==> src/design/kilt_ram.sv <==
// Simple dual-port synchronous RAM with one write port and a registered read port.
`default_nettype none

module kilt_ram #(
    parameter int DEPTH  = 16,
    parameter int WIDTH  = 8,
    parameter int ADDR_W = (DEPTH > 1) ? $clog2(DEPTH) : 1
) (
    input  logic              clk,
    input  logic              wr_en,
    input  logic [ADDR_W-1:0] wr_addr,
    input  logic [WIDTH-1:0]  wr_data,
    input  logic              rd_en,
    input  logic [ADDR_W-1:0] rd_addr,
    output logic [WIDTH-1:0]  rd_data
);

    logic [WIDTH-1:0] mem [DEPTH];
    logic [WIDTH-1:0] rd_data_reg;

    always_ff @(posedge clk)
    begin
        if (wr_en)
        begin
            mem[wr_addr] <= wr_data;
        end
        if (rd_en)
        begin
            rd_data_reg <= mem[rd_addr];
        end
    end

    assign rd_data = rd_data_reg;

endmodule

`default_nettype wire

==> config.mk <==
export PLATFORM = sky130hd
export DESIGN_NAME = kilt_ram
export DESIGN_NICKNAME = d
export VERILOG_FILES = /design/src/design/kilt_ram.sv
export SDC_FILE = /design/constraint.sdc
export NUM_CORES = 1
export LEC_CHECK = 0
export ABC_CLOCK_PERIOD_IN_PS = 1900
export BUFFER_PORTS_ARGS = -buffer_cell sky130_fd_sc_hd__buf_2
export CAP_MARGIN = 20
export CORE_MARGIN = 1
export CORE_UTILIZATION = 35
export DETAILED_ROUTE_END_ITERATION = 8
export GPL_TIMING_DRIVEN = 0
export HOLD_SLACK_MARGIN = 0.06
export SLEW_MARGIN = 20
export SYNTH_ARGS = -nofsm -noshare
export SYNTH_HDL_FRONTEND = slang
export SYNTH_SLANG_ARGS = --single-unit
==> constraint.sdc <==
create_clock -name clk -period 1.9 [get_ports clk]
set_input_delay 0.285 -clock clk [delete_from_list [all_inputs] [get_ports clk]]
set_output_delay 0.285 -clock clk [all_outputs]
set_load 0.03 [all_outputs]
==> results.yml, run 1 <==
yosys:
  synthMostInstantiatedCell: "edfxtp_1"
  synthArstFlopShare: 0
  yosysSeqAreaShare: 0.7812
  avgSynthCellArea_sq_um: 22.83
  synth.largest_area_cell: "edfxtp_1"
  synth_top_cells_by_count: "edfxtp_1, mux4_2, a22oi_1, mux4_1, nor2_1"
  ys_seq_elements: 136
  yosysUniqueCellTypes: 18
  syn-num-nets: 248
  yosysWarnings: 0
  synth_edf_count: 136
  ys_top_cells_by_area: "edfxtp_1, mux4_2, mux4_1"
  synth_ff_type: "edfxtp_1"
  netlist_area_sq_um: 5228
  synth_top_area_frac: 0.7812
  netlist_instances: 229
setup_path:
  end_kind: "register"
  crit_fanout: 1
  rr_worst_depth: 3
  cp_data_arrival_time_ns: 1.88
  reg2reg_slack_ns: 0.16
  worstPathRequired_ns: 2.04
  worstSetupPathType: "reg2reg"
  startpoint_type: "register"
timing:
  finalCritPeriodShare: 0.9167
  finalHoldViolations: 0
  setup_tns_ns: 0
  skew_ns: 0.003490
  final-max-slew-violation-count: 0
  setup_violations: 0
  slew_headroom: 0.4444
  rsz0062_at_grt: "false"
  min_period_ns: 1.742
  fmax_mhz: 574.2
  worst_pin_slew_ns: 0.8288
place:
  dp.cells: 438
  dp_hpwl_um: 6362
  portBuffers: 25
  gp_congestion: 0.7840
power:
  clockPowerShare: 0.482
  vdd_ir_drop_max_uv: 786.8
  switching_share: 0.1948
  power_frac_seq: 0.469
  p_comb_frac: 0.048
  power.total_w: 0.007235
  power_leakage_nw: 2.063
  p_per_area_nw_per_um2: 1160
  p_int_w: 0.005825
  p_sw_w: 0.001409
clocking:
  path_clk_slew_ns: 0.06
  cts.sinks: 136
  htree_num_levels: 4
  cts_hold_buf: 0
  clockBufferDepth: 2
  cts_root_buffer: "clkbuf_16"
  clkLatencyLatePin_ns: 0.41
  cts_tree: "done"
  postCtsResizedCells: 0
  cts_setup_buffers: 0
  numCtsBuffers: 17
grt:
  antenna_found_initial: 0
  grt-ovfl-total: 0
  grt_max_degree: 17
  grt_first_pass_wirelength_um: 15170
  grt.total_usage: 0.1398
  grt_pass1_vias: 2479
job:
  cap_violations: 0
routing:
  firstDrtPassIters: 4
  vias: 2421
  drt-total-wl_um: 10060
  drt_iter0_drc: 179
  drc: 0
  vias_per_cell: 5.151
  wl_per_cell_um: 21.39
  ant_nets: 0
final_layout:
  largest_reg_flops: 128
  antenna_cells: 0
  syn_to_final_growth_pct: 19.32
  nFillCells: 1281
  fin_util: 0.4291
  drive_above_1_share: 0.3042
  finalNetCount: 292
  stdcell_count: 470
die:
  coreArea_sq_um: 14530
  die_h_um: 124.2
  start_util: 0.3597
  io_pins: 27
  floorplan.rows: 44
  die_w_um: 124.2
  die-area_sq_um: 15430
hold_path:
  hold_path_depth: 1
  hp-class: "in2reg"
status:
  status: "finished clean"
## worst max-delay path, stage by stage, from the launching register on
cell and delay (ns):
edfxtp_1 0.36, mux4_1 0.54, a22oi_1 0.44, nand2_1 0.13
## metal layers
layer / share of wire / global-route usage / vias up
met5: 0 / 0 / -
met4: 0.019 / 0.04607 / 0
met3: 0.079 / 0.05129 / 18
met2: 0.48 / 0.2155 / 85
met1: 0.42 / 0.1831 / 1251
li1: - / - / 1067
## cell type report
cell class	instances	area, sq um	share of cell area
Sequential cell	136	4084	0.6548
Multi-Input combinational cell	83	1077	0.1727
Clock buffer	18	429.2	0.06881
Tap cell	184	230.2	0.03691
Clock inverter	14	205.2	0.03290
Timing Repair Buffer	25	125.1	0.02006
Buffer	10	86.33	0.01384
## final timing paths
kind	start	to
setup reg to reg	mem[1][3]$_DFFE_PP_	rd_data[3]$_DFFE_PP_
hold / removal	rd_en	rd_data[2]$_DFFE_PP_
setup / recovery	mem[1][3]$_DFFE_PP_	rd_data[3]$_DFFE_PP_
hold reg to reg	mem[14][2]$_DFFE_PP_	rd_data[2]$_DFFE_PP_
## cell families after synthesis
group / count (synthesis) / synth area share
flops: 136 / 0.7812
simple gates: 35 / 0.03136
mux: 32 / 0.1479
compound gates: 16 / 0.02298
buf+inv: 10 / 0.01651
## per-stage QoR
stage | hold slack (ns) | cell area [sq um] | worst slack (ns)
after global routing | 0.2167 | 6237 | 0.1591
after global placement | 0.6207 | 5583 | -0.4868
after CTS | 0.2035 | 6237 | 0.2316
after detailed placement | 0.6317 | 5603 | -0.09863
final | 0.2094 | 6237 | 0.1584
after floorplan | 0.3839 | 5228 | 0.1221
## power groups by stage
stage	Clock [W]	Combinational, W	Sequential, W
2_1_floorplan	0	0.000171	0.00349
3_3_place_gp	0	0.000345	0.00345
3_5_place_dp	0	0.000353	0.00346
4_1_cts	0.00355	0.000354	0.00340
5_1_grt	0.00366	0.000376	0.00340
6_report	0.00349	0.000349	0.00340
## layout by cell type (no fill, tap or decap), drive strengths merged
cell	n
edfxtp	136
buf	32
mux4	32
clkbuf	18
a22oi	16
nor2	13
nand2	9
clkinv	7
bufinv	5
nor3	4
clkdlybuf4s25	3
nand3b	2
nand2b	2
clkinvlp	2
nor2b	1
and2	1
and2b	1
nand3	1
or3b	1
Power figures use the tool's default switching activity.
==> inputs of run 2 (changes only) <==
ABC_AREA = 1   (was default)
ABC_CLOCK_PERIOD_IN_PS = 1600   (was 1900)
BUFFER_PORTS_ARGS = -buffer_cell sky130_fd_sc_hd__buf_4   (was -buffer_cell sky130_fd_sc_hd__buf_2)
clock period = 1.6 ns   (was 1.9 ns; I/O delays follow)
==> run 2 against run 1 <==
Compared with the run above:
- global-route usage is 2.8 points higher
- clock skew up 0.0025 ns
- worst hold slack got worse by 0.11 ns
- flip-flop and latch count did not move
- critical path type is now in2reg
- register-to-register slack gained 0.27 ns
- count of clock-buffer cells in the layout unchanged
- core utilization is 0.097 points lower
- power grew 19%
- final area increased by 11%
- routed wire length is 38% higher
- setup slack better by 0.097 ns
- non-clock buffer count up 12
==> results.yml, run 2 <==
status:
  status: "finished clean"
clocking:
  numCtsBuffers: 17
  clkLatencyLatePin_ns: 0.42
  cts_setup_buffers: 0
  cts.sinks: 136
  cts_hold_buf: 0
  clockBufferDepth: 2
  htree_num_levels: 4
  cts_tree: "done"
  postCtsResizedCells: 0
  path_clk_slew_ns: 0.06
  cts_root_buffer: "clkbuf_16"
place:
  portBuffers: 23
  placed_area_sq_um: 6290
  dp_hpwl_um: 9345
  dpl_worst_slack_ns: -0.2025
  gp_congestion: 0.8411
  dp.cells: 790
final_layout:
  stdcell_count: 822
  syn_to_final_growth_pct: 18.02
  stdcell_area_sq_um: 6900
  fin_util: 0.4282
  antenna_cells: 0
  largest_reg_flops: 128
  drive_above_1_share: 0.1271
  final_common_cell: "nand2_1"
  final_cell_mix: "nand2_1, edfxtp_1, inv_1, nand3_1, buf_4"
  finalNetCount: 612
yosys:
  synth_ff_type: "edfxtp_1"
  synth_top_area_frac: 0.6985
  yosysWarnings: 0
  synth.largest_area_cell: "edfxtp_1"
  yosysUniqueCellTypes: 11
  yosysSeqAreaShare: 0.6985
  synth_top_cells_by_count: "nand2_1, edfxtp_1, inv_1, nand3_1, nor2_1"
  ys_seq_elements: 136
  netlist_area_sq_um: 5847
  synth_edf_count: 136
  netlist_instances: 551
  syn-num-nets: 570
  avgSynthCellArea_sq_um: 10.61
  ys_top_cells_by_area: "edfxtp_1, nand2_1, nand3_1"
  synthMostInstantiatedCell: "nand2_1"
  synthArstFlopShare: 0
setup_path:
  crit_fanout: 8
  startpoint_type: "primary input"
  end_kind: "register"
  worstPathRequired_ns: 1.64
  cp_data_arrival_time_ns: 1.39
  worstSetupPathType: "in2reg"
timing:
  final-max-slew-violation-count: 0
  rsz0062_at_grt: "false"
  skew_ns: 0.005983
  setup_ws_ns: 0.2558
  slew_headroom: 0.3964
  min_period_ns: 1.344
  finalHoldViolations: 0
  fmax_mhz: 743.9
  setup_violations: 0
  worst_pin_slew_ns: 0.9020
  finalCritPeriodShare: 0.8402
  whs_ns: 0.1009
routing:
  ant_nets: 0
  drt_iter0_drc: 381
  vias_per_cell: 4.674
  drt-total-wl_um: 13830
  drc: 0
  firstDrtPassIters: 5
  wl_per_cell_um: 16.83
  vias: 3842
die:
  die-area_sq_um: 17230
  die_h_um: 131.3
  coreArea_sq_um: 16120
  floorplan.rows: 46
  start_util: 0.3628
  io_pins: 27
  die_w_um: 131.3
grt:
  grt-ovfl-total: 0
  grt_max_degree: 17
  antenna_found_initial: 0
  grt_pass1_vias: 3628
  grt_first_pass_wirelength_um: 21130
  grt.total_usage: 0.1682
power:
  vdd_ir_drop_max_uv: 846.0
  p_per_area_nw_per_um2: 1248
  power_leakage_nw: 2.932
hold_path:
  hp-class: "in2reg"
job:
  cap_violations: 0
## run 2: path summary, 6_finish.rpt
check	end	start	depth (start not counted)	slack, ns
setup / recovery	mem[6][2]$_DFFE_PP_	wr_addr[3]	3	0.26
hold / removal	rd_data[7]$_DFFE_PP_	rd_en	1	0.10
setup reg to reg	rd_data[0]$_DFFE_PP_	mem[15][0]$_DFFE_PP_	6	0.43
hold reg to reg	rd_data[5]$_DFFE_PP_	mem[12][5]$_DFFE_PP_	6	0.81
## run 2: metrics by stage
step	total power, W	setup TNS (ns)
2_1_floorplan	0.004423	0
3_3_place_gp	0.004658	-3.894
3_5_place_dp	0.004672	-6.369
4_1_cts	0.008676	0
5_1_grt	0.008861	0
6_report	0.008613	0
## run 2: where the power goes
group	switching, W	internal (W)	total (W)
sequential	0.0000191	0.00402	0.00403
combinational	0.000397	0.000171	0.000567
clock	0.00143	0.00258	0.00401
total	0.00184	0.00677	0.00861
## run 2: area by class of cell
type                    count  area, sq um
plain buffers              24        166.4
clock buffers              18        429.2
clock inverters            14        181.4
fillers                  1554         9215
inverters                 102        382.9
multi-input cells         289         1214
flip-flops and latches    136         4084
well taps                 216        270.3
repair buffers             23        172.7
## run 2: worst max-delay path, stage by stage
cell and delay (ns):
buf_4 0.12, nand3b_1 0.29, nor2_1 0.73
## run 2: logic make-up (layout without fill, tap and decap cells)
| family | after synthesis | after routing | share of synthesized area |
|---|---|---|---|
| simple gates | 289 | 289 | 0.2076 |
| flops | 136 | 136 | 0.6985 |
| buf+inv | 126 | 181 | 0.09394 |
## run 2: routing by layer
| layer | vias up | GRT usage | wire length (um) |
|---|---|---|---|
| met2 | 136 | 0.2547 | 6226 |
| met1 | 1822 | 0.2359 | 6610 |
| li1 | 1869 | - | - |
| met5 | - | 0 | 0 |
| met3 | 15 | 0.03627 | 781 |
| met4 | 0 | 0.06395 | 214 |
